## config.mk

```make
export PLATFORM = sky130hd
export DESIGN_NAME = prime_factor_count_top_flat
export DESIGN_NICKNAME = d
export VERILOG_FILES = /design/src/sv/pfc_pkg.sv /design/src/sv/pfc_in_if.sv /design/src/sv/pfc_out_if.sv /design/src/sv/prime_factor_count_top.sv /design/src/sv/pfc_dp.sv /design/src/sv/pfc_ctrl.sv /design/src/flat_wrapper.sv
export SDC_FILE = /design/constraint.sdc
export NUM_CORES = 1
export LEC_CHECK = 0
export BUFFER_PORTS_ARGS = -buffer_cell sky130_fd_sc_hd__buf_2
export CAP_MARGIN = 10
export CORE_MARGIN = 1.5
export CORE_UTILIZATION = 65
export CTS_CLUSTER_DIAMETER = 50
export CTS_CLUSTER_SIZE = 40
export DETAILED_ROUTE_END_ITERATION = 8
export GPL_ROUTABILITY_DRIVEN = 0
export PLACE_DENSITY = 0.85
export SLEW_MARGIN = 20
export SYNTH_ARGS = -nofsm -noshare
export SYNTH_HDL_FRONTEND = slang
export SYNTH_SLANG_ARGS = --single-unit
```

## constraint.sdc

```tcl
create_clock -name clk -period 6.1 [get_ports clk]
set_input_delay 0.915 -clock clk [delete_from_list [all_inputs] [get_ports clk]]
set_output_delay 0.915 -clock clk [all_outputs]
set_load 0.01 [all_outputs]
```

## src/sv/pfc_pkg.sv

```systemverilog
// pfc_pkg: widths, constants and controller/datapath command and status
// structs for the prime factor counter. No dependencies.
package pfc_pkg;

  localparam int VALUE_W   = 32;
  localparam int N_W       = 31;  // magnitude of a non-negative value
  localparam int D_W       = 16;  // trial divisor, at most 46341
  localparam int SQ_W      = 32;  // divisor squared, at most 46341^2
  localparam int CNT_W     = 5;
  localparam int DIV_STEPS = N_W;
  localparam int STEP_W    = 5;
  localparam int MAX_COUNT = 30;

  localparam logic [D_W-1:0]  FIRST_DIV = D_W'(2);
  localparam logic [SQ_W-1:0] FIRST_SQ  = SQ_W'(4);

  typedef struct packed {
    logic load;       // capture a new item
    logic div_start;  // begin dividing n by d
    logic div_step;   // one restoring division step
    logic take_quot;  // d divided n: n = n / d, count one factor
    logic next_div;   // move on to d + 1
    logic finish;     // count a leftover prime
    logic publish;    // copy the count to the output register
  } pfc_cmd_t;

  typedef struct packed {
    logic sq_le_n;    // d * d <= n
    logic rem_zero;   // last division left no remainder
  } pfc_stat_t;

endpackage

```

## src/sv/pfc_in_if.sv

```systemverilog
// pfc_in_if: input channel carrying the value to factor.
// Depends on nothing.
interface pfc_in_if;
  logic               valid;
  logic               ready;
  logic signed [31:0] value;

  modport source (output valid, output value, input ready);
  modport sink   (input valid, input value, output ready);
endinterface

```

## src/sv/pfc_out_if.sv

```systemverilog
// pfc_out_if: result channel carrying the prime factor count.
// Depends on nothing.
interface pfc_out_if;
  logic       valid;
  logic       ready;
  logic [4:0] factor_count;

  modport source (output valid, output factor_count, input ready);
  modport sink   (input valid, input factor_count, output ready);
endinterface

```

## src/sv/prime_factor_count_top.sv

```systemverilog
// Prime factor counter: for each signed 32-bit value returns the number of
// prime factors counted with multiplicity (0 for values below 2), by trial
// division with divisors 2, 3, 4, ... until the divisor squared exceeds the
// remaining value. One item is worked on at a time. Every trial division
// goes through the bit-serial restoring divider and then a compare and an
// update; the largest 31-bit prime needs 46339 trial divisors. The result
// sits in an output register, so the next item is taken while it waits.
// Depends on pfc_pkg, pfc_in_if, pfc_out_if, pfc_ctrl and pfc_dp.
module prime_factor_count_top (
  input  logic      clk,
  input  logic      rst_n,
  pfc_in_if.sink    in_chan,
  pfc_out_if.source out_chan
);
  import pfc_pkg::*;

  pfc_cmd_t  cmd;
  pfc_stat_t stat;

  pfc_ctrl u_ctrl (
    .clk       (clk),
    .rst_n     (rst_n),
    .in_valid  (in_chan.valid),
    .in_ready  (in_chan.ready),
    .out_valid (out_chan.valid),
    .out_ready (out_chan.ready),
    .stat      (stat),
    .cmd       (cmd)
  );

  pfc_dp u_dp (
    .clk       (clk),
    .in_value  (in_chan.value),
    .cmd       (cmd),
    .stat      (stat),
    .out_count (out_chan.factor_count)
  );

  // not ready in the cycle right after taking an item
  assert property (@(posedge clk) disable iff (!rst_n)
    in_chan.valid && in_chan.ready |=> !in_chan.ready)
    else $error("took a second item right after the first");

  // a published count is presented on the next cycle
  assert property (@(posedge clk) disable iff (!rst_n)
    cmd.publish |=> out_chan.valid)
    else $error("published count not presented");

  // a 31-bit value never has more than thirty factors
  assert property (@(posedge clk) disable iff (!rst_n)
    out_chan.valid |-> out_chan.factor_count <= CNT_W'(MAX_COUNT))
    else $error("factor count out of range");

  // the divider is never restarted while a new item is captured
  assert property (@(posedge clk) disable iff (!rst_n)
    cmd.load |-> !(cmd.div_step || cmd.div_start || cmd.take_quot))
    else $error("load collides with division");

endmodule

```

## src/sv/pfc_dp.sv

```systemverilog
// pfc_dp: datapath of the prime factor counter: remaining value, trial
// divisor and its square, bit-serial restoring divider, count and output.
// Depends on pfc_pkg.
module pfc_dp (
  input  logic                clk,
  input  logic signed [31:0]  in_value,
  input  pfc_pkg::pfc_cmd_t   cmd,
  output pfc_pkg::pfc_stat_t  stat,
  output logic [4:0]          out_count
);
  import pfc_pkg::*;

  logic [N_W-1:0]   n_r;
  logic [D_W-1:0]   d_r;
  logic [SQ_W-1:0]  sq_r;
  logic [CNT_W-1:0] cnt_r;
  logic [N_W-1:0]   q_r;
  logic [D_W-1:0]   rem_r;
  logic [CNT_W-1:0] out_r;

  logic [D_W:0]     part;
  logic [D_W:0]     diff;
  logic             fits;

  // shift in the next dividend bit and try subtracting the divisor
  assign part = {rem_r, q_r[N_W-1]};
  assign diff = part - {1'b0, d_r};
  assign fits = part >= {1'b0, d_r};

  always_ff @(posedge clk) begin
    if (cmd.load) begin
      // negative inputs become zero, which yields no factors
      n_r   <= in_value[VALUE_W-1] ? '0 : in_value[N_W-1:0];
      d_r   <= FIRST_DIV;
      sq_r  <= FIRST_SQ;
      cnt_r <= '0;
    end
    if (cmd.div_start) begin
      q_r   <= n_r;
      rem_r <= '0;
    end
    if (cmd.div_step) begin
      q_r   <= {q_r[N_W-2:0], fits};
      rem_r <= fits ? diff[D_W-1:0] : part[D_W-1:0];
    end
    if (cmd.take_quot) begin
      n_r   <= q_r;
      cnt_r <= cnt_r + CNT_W'(1);
    end
    if (cmd.next_div) begin
      // (d + 1)^2 = d^2 + 2d + 1
      d_r  <= d_r + D_W'(1);
      sq_r <= sq_r + SQ_W'({d_r, 1'b1});
    end
    if (cmd.finish && (|n_r[N_W-1:1])) begin
      cnt_r <= cnt_r + CNT_W'(1);
    end
    if (cmd.publish) begin
      out_r <= cnt_r;
    end
  end

  assign stat.sq_le_n  = sq_r <= {1'b0, n_r};
  assign stat.rem_zero = rem_r == '0;
  assign out_count     = out_r;

endmodule

```

## src/sv/pfc_ctrl.sv

```systemverilog
// pfc_ctrl: sequencer of the prime factor counter; runs the trial division
// loop and the handshakes. Depends on pfc_pkg.
module pfc_ctrl (
  input  logic               clk,
  input  logic               rst_n,
  input  logic               in_valid,
  output logic               in_ready,
  output logic               out_valid,
  input  logic               out_ready,
  input  pfc_pkg::pfc_stat_t stat,
  output pfc_pkg::pfc_cmd_t  cmd
);
  import pfc_pkg::*;

  localparam logic [2:0] S_IDLE  = 3'd0;
  localparam logic [2:0] S_CHECK = 3'd1;
  localparam logic [2:0] S_DIV   = 3'd2;
  localparam logic [2:0] S_EVAL  = 3'd3;
  localparam logic [2:0] S_DONE  = 3'd4;

  logic [2:0]        state_r, state_nxt;
  logic [STEP_W-1:0] step_r, step_nxt;
  logic              out_valid_r, out_valid_nxt;

  always_comb begin
    state_nxt     = state_r;
    step_nxt      = step_r;
    out_valid_nxt = out_valid_r && !out_ready;
    cmd           = '0;
    in_ready      = 1'b0;
    case (state_r)
      S_IDLE: begin
        // no item is taken while reset is held
        in_ready = rst_n;
        if (in_valid && rst_n) begin
          cmd.load  = 1'b1;
          state_nxt = S_CHECK;
        end
      end
      S_CHECK: begin
        if (stat.sq_le_n) begin
          cmd.div_start = 1'b1;
          step_nxt      = '0;
          state_nxt     = S_DIV;
        end else begin
          cmd.finish = 1'b1;
          state_nxt  = S_DONE;
        end
      end
      S_DIV: begin
        cmd.div_step = 1'b1;
        step_nxt     = step_r + STEP_W'(1);
        if (step_r == STEP_W'(DIV_STEPS - 1)) begin
          state_nxt = S_EVAL;
        end
      end
      S_EVAL: begin
        // on a hit stay with the same divisor, else try the next one
        if (stat.rem_zero) begin
          cmd.take_quot = 1'b1;
        end else begin
          cmd.next_div = 1'b1;
        end
        state_nxt = S_CHECK;
      end
      S_DONE: begin
        if (!out_valid_r || out_ready) begin
          cmd.publish   = 1'b1;
          out_valid_nxt = 1'b1;
          state_nxt     = S_IDLE;
        end
      end
      default: begin
        state_nxt = S_IDLE;
      end
    endcase
  end

  always_ff @(posedge clk) begin
    if (!rst_n) begin
      state_r     <= S_IDLE;
      step_r      <= '0;
      out_valid_r <= 1'b0;
    end else begin
      state_r     <= state_nxt;
      step_r      <= step_nxt;
      out_valid_r <= out_valid_nxt;
    end
  end

  assign out_valid = out_valid_r;

endmodule

```

## src/flat_wrapper.sv

```systemverilog
// flat-port wrapper written by rule: the top's interface ports become plain ports
module prime_factor_count_top_flat import pfc_pkg::*;
  (clk, rst_n, in_chan_valid, in_chan_value, in_chan_ready, out_chan_valid, out_chan_factor_count, out_chan_ready);
  pfc_in_if in_chan_i ();
  pfc_out_if out_chan_i ();
  input  logic clk;
  input  logic rst_n;
  input wire logic [$bits(in_chan_i.valid)-1:0] in_chan_valid;
  input wire logic [$bits(in_chan_i.value)-1:0] in_chan_value;
  output wire logic [$bits(in_chan_i.ready)-1:0] in_chan_ready;
  output wire logic [$bits(out_chan_i.valid)-1:0] out_chan_valid;
  output wire logic [$bits(out_chan_i.factor_count)-1:0] out_chan_factor_count;
  input wire logic [$bits(out_chan_i.ready)-1:0] out_chan_ready;
  assign in_chan_i.valid = in_chan_valid;
  assign in_chan_i.value = in_chan_value;
  assign in_chan_ready = in_chan_i.ready;
  assign out_chan_valid = out_chan_i.valid;
  assign out_chan_factor_count = out_chan_i.factor_count;
  assign out_chan_i.ready = out_chan_ready;
  prime_factor_count_top u_core (.clk(clk), .rst_n(rst_n), .in_chan(in_chan_i), .out_chan(out_chan_i));
endmodule
```

# Word-level counts from Yosys, hierarchy flattened
# Index checks and enable logic that the tools add are counted.
# word_totals
regBits	145
output_inout_bits	7
word_cells	79
# op_classes
n_addsub	5
n_lt_le_gt_ge	2
n_eq_ne	9
n_mux	37
n_reduce_logical	16
# ops
operator	count
two-way mux 31 bit	5
two-way mux 16 bit	5
two-way mux 32 bit	2
adder 32 x 17 -> 32 bit	1
<= comparator 32 x 31 -> 1 bit	1
OR reduction 30 bit	1
two-way mux 5 bit	4
>= comparator 17 x 16 -> 1 bit	1
adder 16 x 1 -> 16 bit (second input constant)	1
logical NOT 16 bit	1
subtractor 16 bit	1
one-hot mux 3 bit (5 select lines)	1
two-way mux 1 bit	14
two-way mux 3 bit	4
adder 5 x 1 -> 5 bit (second input constant)	2
one-hot mux 5 bit (2 select lines)	1
nonzero test 2 bit	4
equality test 3 x 2 -> 1 bit (second input constant)	2
!= test 2 bit (second input constant)	3
equality test 5 bit (second input constant)	1
equality test 3 x 1 -> 1 bit (second input constant)	1
equality test 3 bit (second input constant)	1
logical AND 1 bit	3
logical NOT 3 bit	1
7 further kinds	8

# Logic depth before layout (Yosys ltp)
# logic_depth
depth_word	6
depth_mapped	10
ltp_nobuf	10

# Modules after synthesis
# From an unflattened synthesis, not the netlist that was laid out.
# hier_totals
hier_cells	879
hier_area_um2	9006.1
# modules_own_cells
mod	instances	cells_per_inst	area_per_inst_um2	seq_area_each_um2
pfc_dp	1	819	8511.9	4083.9
pfc_ctrl	1	60	494.2	180.2

# Least setup slack after synthesis
# Ideal clock, no wire load.
# synth_path
kind	reg2reg
start	register u_core.u_dp.sq_r[17]
end	register u_core.u_dp.q_r[0] (enable)
setup_ps	405
arrival_time_ps	3316
path_slack_ps	2379
stages_incl_launch_ff	9
path_buffers	0
period_less_slack_ps	3721
cell_sequence	edfxtp_1 > ha_1 > a21o_1 > a21o_1 > a211o_1 > a2111o_1 > or2_1 > a221o_1 > nand2_1
# synth_via
elab_chain_cells	4
# synth_lines
item	line	source
from (decl)	pfc_dp.sv:15	logic [SQ_W-1:0] sq_r;
from (signal assigned)	pfc_dp.sv:53	sq_r <= sq_r + SQ_W'({d_r, 1'b1});
<= comparator 32 x 31 -> 1 bit	pfc_dp.sv:63	assign stat.sq_le_n = sq_r <= {1'b0, n_r};
two-way mux 1 bit	pfc_ctrl.sv:41	if (stat.sq_le_n) begin
two-way mux 1 bit	pfc_ctrl.sv:31	case (state_r)
nonzero test 2 bit (no source line)	-	
to (signal assigned)	pfc_dp.sv:39	q_r <= n_r;
to (signal assigned)	pfc_dp.sv:43	q_r <= {q_r[N_W-2:0], fits};
to (decl)	pfc_dp.sv:17	logic [N_W-1:0] q_r;
# Every way passes these cells.
# A chain may end at the register's enable or synchronous reset.

# Worst setup path in the final report
# layout_path
start	register u_core.u_dp.d_r[6]
end	register u_core.u_dp.rem_r[11] (data pin)
# layout_via
elab_chain_cells	3
# layout_lines
item	line	source
from (decl)	pfc_dp.sv:14	logic [D_W-1:0] d_r;
from (signal assigned)	pfc_dp.sv:52	d_r <= d_r + D_W'(1);
subtractor 16 bit or >= comparator 17 x 16 -> 1 bit (tied branches)	pfc_dp.sv:27, pfc_dp.sv:28	
two-way mux 16 bit (*)	pfc_dp.sv:44	rem_r <= fits ? diff[D_W-1:0] : part[D_W-1:0];
two-way mux 16 bit (*)	pfc_dp.sv:42	if (cmd.div_step) begin
to (signal assigned)	pfc_dp.sv:44	
to (decl)	pfc_dp.sv:18	logic [D_W-1:0] rem_r;
# Mark *: on every way between the ends. The rest lies on a longest branch, timed or not.

==> reports/results.md <==
Power and ir drop
• **standby leakage power** 0.00377 uW
• **switch share** 0.280
• **net switching power figure** 745 uW
• **Gate power share** 0.177
• **Total Power Consumption** 2660 uW
• **clock power share** 0.354
• **Max rail drop VDD** 0.233 mV
• **Cell Pwr Density** 268 nW/um^2
• **sequential share of power** 0.469
• **internal power consumption** 1910 uW

Timing
• **achievable frequency** 284 MHz
• **setup TNS** 0 ns
• **unrepaired setup endpoints after global routing** false
• **slew at the pin with the worst max-slew slack** 1.03 ns
• **part of the cycle the worst path needs** 0.578
• **time the final worst path needs with I/O delays and setup** 3.53 ns
• **Worst Slack Setup Final** 2.57 ns
• **final max-slew violation count** 0
• **Max-slew headroom** 0.317
• **worst hold-check slack** 0.480 ns
• **clk_skew** 0.0115 ns
• **number of endpoints with negative hold slack in the final report** 0
• **endpoints failing setup** 0

Clocking
• **clock tree sinks** 145
• **CTS root buffer** sky130_fd_sc_hd__clkbuf_16
• **CTS HTree Levels** 4
• **CTS tree** yes
• **clock-pin slew of the registers on the worst-case setup and hold paths** 0.06 ns
• **worst-skew pair later-pin latency** 0.43 ns
• **count of hold buffers inserted by post-cts repair** 0
• **clock buffer count from CTS** 17
• **clock buffer depth** 2
• **cts repair resizes** 0
• **setup fix buffers added after clock tree synthesis** 0

Floorplanning
• **core footprint** 13400 sq um
• **full die area** 14600 sq um
• **Die Ht** 121 microns
• **Std-Cell Rows** 42
• **effective utilization at floorplan** 0.673
• **number of top-level pins** 43
• **die width** 121 microns

Place
• **Detail Placement HPWL** 14.0 mm
• **PortBufs** 42
• **worst slack, placed** 2.73 ns
• **Area after DPL** 9400 sq um

Final layout
• **area used by multi-input combinational logic** 4430 sq um
• **final antenna diode count** 0
• **design area** 9930 sq um
• **Fillers** 936
• **fraction of layout cells with a size suffix above 1** 0.0903
• **commonest non-fill, non-tap cells in the layout** 136 x sky130_fd_sc_hd__edfxtp_1, 109 x sky130_fd_sc_hd__nand2_1, 90 x sky130_fd_sc_hd__o21ai_0
• **nets@finish** 1066
• **area taken by flip-flops and latches** 4260 sq um
• **most frequent standard cell in the layout excluding fill and tap cells** sky130_fd_sc_hd__edfxtp_1
• **P&R area growth vs syn** 10.1%

Detailed routing
• **Routed WL per cell** 17.7 microns
• **via count** 7168
• **via density per instance** 6.23
• **DRC** 0
• **Post-Route WL** 20.4 mm
• **remaining number of nets flagged by the antenna check after routing** 0
• **drt first-iter violations** 807
• **number of search-and-repair iterations in the first detailed-routing pass** 8

Setup path
• **startpoint types** register
• **endpoint type of the worst setup path** register
• **Critical-path top delay cell** sky130_fd_sc_hd__nand2_1
• **list of cells traversed by the critical path** inv_1 -> ha_1 -> and3_1 -> nand4_1 -> nor4_1 -> o32ai_1 -> nand2_1 -> nand2_1 -> o22ai_1
• **longest individual stage delay on the worst path** 0.67 ns
• **top cell family by delay on the critical path** simple AND/OR/NAND/NOR gates
• **slack of the worst reg-to-reg path** 2.57 ns
• **cell repeated most along the worst path** sky130_fd_sc_hd__nand2_1
• **worst endpoint required time** 6.35 ns
• **data arrival time of the critical path** 3.77 ns
• **critical-path maximum fanout** 20
• **Crit Path Class** register to register
• **buffers plus inverters on the worst setup path** 1

GRT
• **global-route wire length before repair** 33.7 mm
• **global-route usage over all layers** 0.298
• **via count of the first global-routing pass** 6832
• **initial antenna violation count** 0
• **residual overflow from global routing** 0
• **pin count of the biggest net entering global routing** 62

Logic synthesis
• **Avg Synthesized Cell Area** 9.77 sq um
• **flop and latch count out of synthesis** 145
• **net count of the mapped netlist** 1028
• **largest area contributor in the netlist** sky130_fd_sc_hd__edfxtp_1
• **gate count after technology mapping** 923
• **primary flip-flop cell chosen by synthesis mapping** sky130_fd_sc_hd__edfxtp_1
• **dominant cells by area after synthesis** sky130_fd_sc_hd__edfxtp_1 45%, sky130_fd_sc_hd__ha_1 9.3%, sky130_fd_sc_hd__o21ai_0 5.0%, sky130_fd_sc_hd__nand2_1 4.6%, sky130_fd_sc_hd__inv_1 2.7%
• **Post-synth EDFFs** 136
• **synth unique cells** 63
• **post-synthesis sequential area ratio** 0.473
• **mapped cell area** 9020 sq um
• **synthesis warning total** 0
• **share of synthesized registers carrying an async set or reset** 0
• **area fraction of the dominant cell type after synthesis** 0.453

Outcome
• **run status** complete, no violations

Run
• **number of max-cap violations** 0

Min path
• **type of the tightest min-delay check** register to register

## synthesized netlist by cell type, drive strengths merged (3+ instances only)
| cell | count |
|---|---|
| o22ai | 3 |
| nor4 | 16 |
| o31ai | 4 |
| inv | 66 |
| o21ai | 90 |
| a21o | 20 |
| nor2 | 64 |
| xnor2 | 28 |
| nand4 | 20 |
| nor3 | 13 |
| nand3 | 29 |
| nor2b | 13 |
| ha | 67 |
| mux2i | 7 |
| a211o | 3 |
| xor2 | 15 |
| clkbuf | 21 |
| o211ai | 11 |
| dfxtp | 9 |
| and3 | 6 |
| nand2b | 37 |
| buf | 7 |
| nand2 | 111 |
| o21a | 7 |
| or4 | 3 |
| and2 | 11 |
| a31oi | 9 |
| a21oi | 43 |
| or3 | 9 |
| a211oi | 11 |
| edfxtp | 136 |
## state kept, by name (all words and copies together), names as in the netlist
| signal | cells |
|---|---|
| u_core.u_dp.q_r | 31 |
| u_core.u_dp.rem_r | 16 |
| u_core.u_dp.out_count | 5 |
| u_core.u_dp.sq_r | 32 |
| u_core.u_dp.d_r | 16 |
| u_core.u_ctrl.step_r | 5 |
| u_core.u_ctrl.out_valid | 1 |
| u_core.u_dp.cnt_r | 5 |
| u_core.u_ctrl.state_r | 3 |
| u_core.u_dp.n_r | 31 |
## worst reg2reg max path, cell delays in order (launching register included)
cell	delay, ns
sky130_fd_sc_hd__edfxtp_1	0.47
sky130_fd_sc_hd__inv_1	0.12
sky130_fd_sc_hd__ha_1	0.38
sky130_fd_sc_hd__and3_1	0.22
sky130_fd_sc_hd__nand4_1	0.12
sky130_fd_sc_hd__nor4_1	0.54
sky130_fd_sc_hd__o32ai_1	0.34
sky130_fd_sc_hd__nand2_1	0.67
sky130_fd_sc_hd__nand2_1	0.25
sky130_fd_sc_hd__o22ai_1	0.23
## cell families after synthesis
| group | after synthesis | share of synthesized area |
|---|---|---|
| DFF | 145 | 0.473 |
| and+or+nand+nor | 344 | 0.188 |
| adders and majority gates | 69 | 0.0974 |
| AOI/OAI and AO/OA | 221 | 0.152 |
| xor gates and xnor gates | 43 | 0.0418 |
| buffers and inverters | 94 | 0.0400 |
| muxes | 7 | 0.00777 |
## power by group through the flow
stage	registers (uW)	logic, uW	clock network, uW
6_report	1250	470	942
5_1_grt	1250	525	977
4_1_cts	1250	465	943
3_5_place_dp	1260	457	0
3_3_place_gp	1260	444	0
2_1_floorplan	1240	351	0
## worst paths after layout
| path | from | endpoint | cells after the start |
|---|---|---|---|
| setup / recovery | u_core.u_dp.d_r[6] | u_core.u_dp.rem_r[11] | 9 |
| hold / removal | u_core.u_dp.cnt_r[4] | u_core.u_dp.out_count[4] | 0 |
| setup reg to reg | u_core.u_dp.d_r[6] | u_core.u_dp.rem_r[11] | 9 |
| hold reg to reg | u_core.u_dp.cnt_r[4] | u_core.u_dp.out_count[4] | 0 |
## metal layers
layer | up-vias | wire length [microns] | GRT usage
li1 | 3440 | - | -
met1 | 3407 | 8810 | 0.395
met2 | 267 | 9750 | 0.483
met3 | 54 | 1260 | 0.0557
met4 | 0 | 571 | 0.122
met5 | - | 0 | 0
## metrics by stage
stage / utilization / cells
after global routing: 0.741 / 1150
final: 0.741 / 1150
after detailed placement: 0.701 / 1118
after global placement: 0.701 / 1118
after CTS: 0.741 / 1150
after floorplan: - / 923
## cell type report
cell class / instances / area share
well taps: 176 / 0.0222
multi-input cells: 684 / 0.446
flip-flops and latches: 145 / 0.429
clock inverters: 7 / 0.00378
inverters: 66 / 0.0250
repair buffers: 47 / 0.0250
clock buffers: 25 / 0.0489
(Power assumes the default switching activity.)
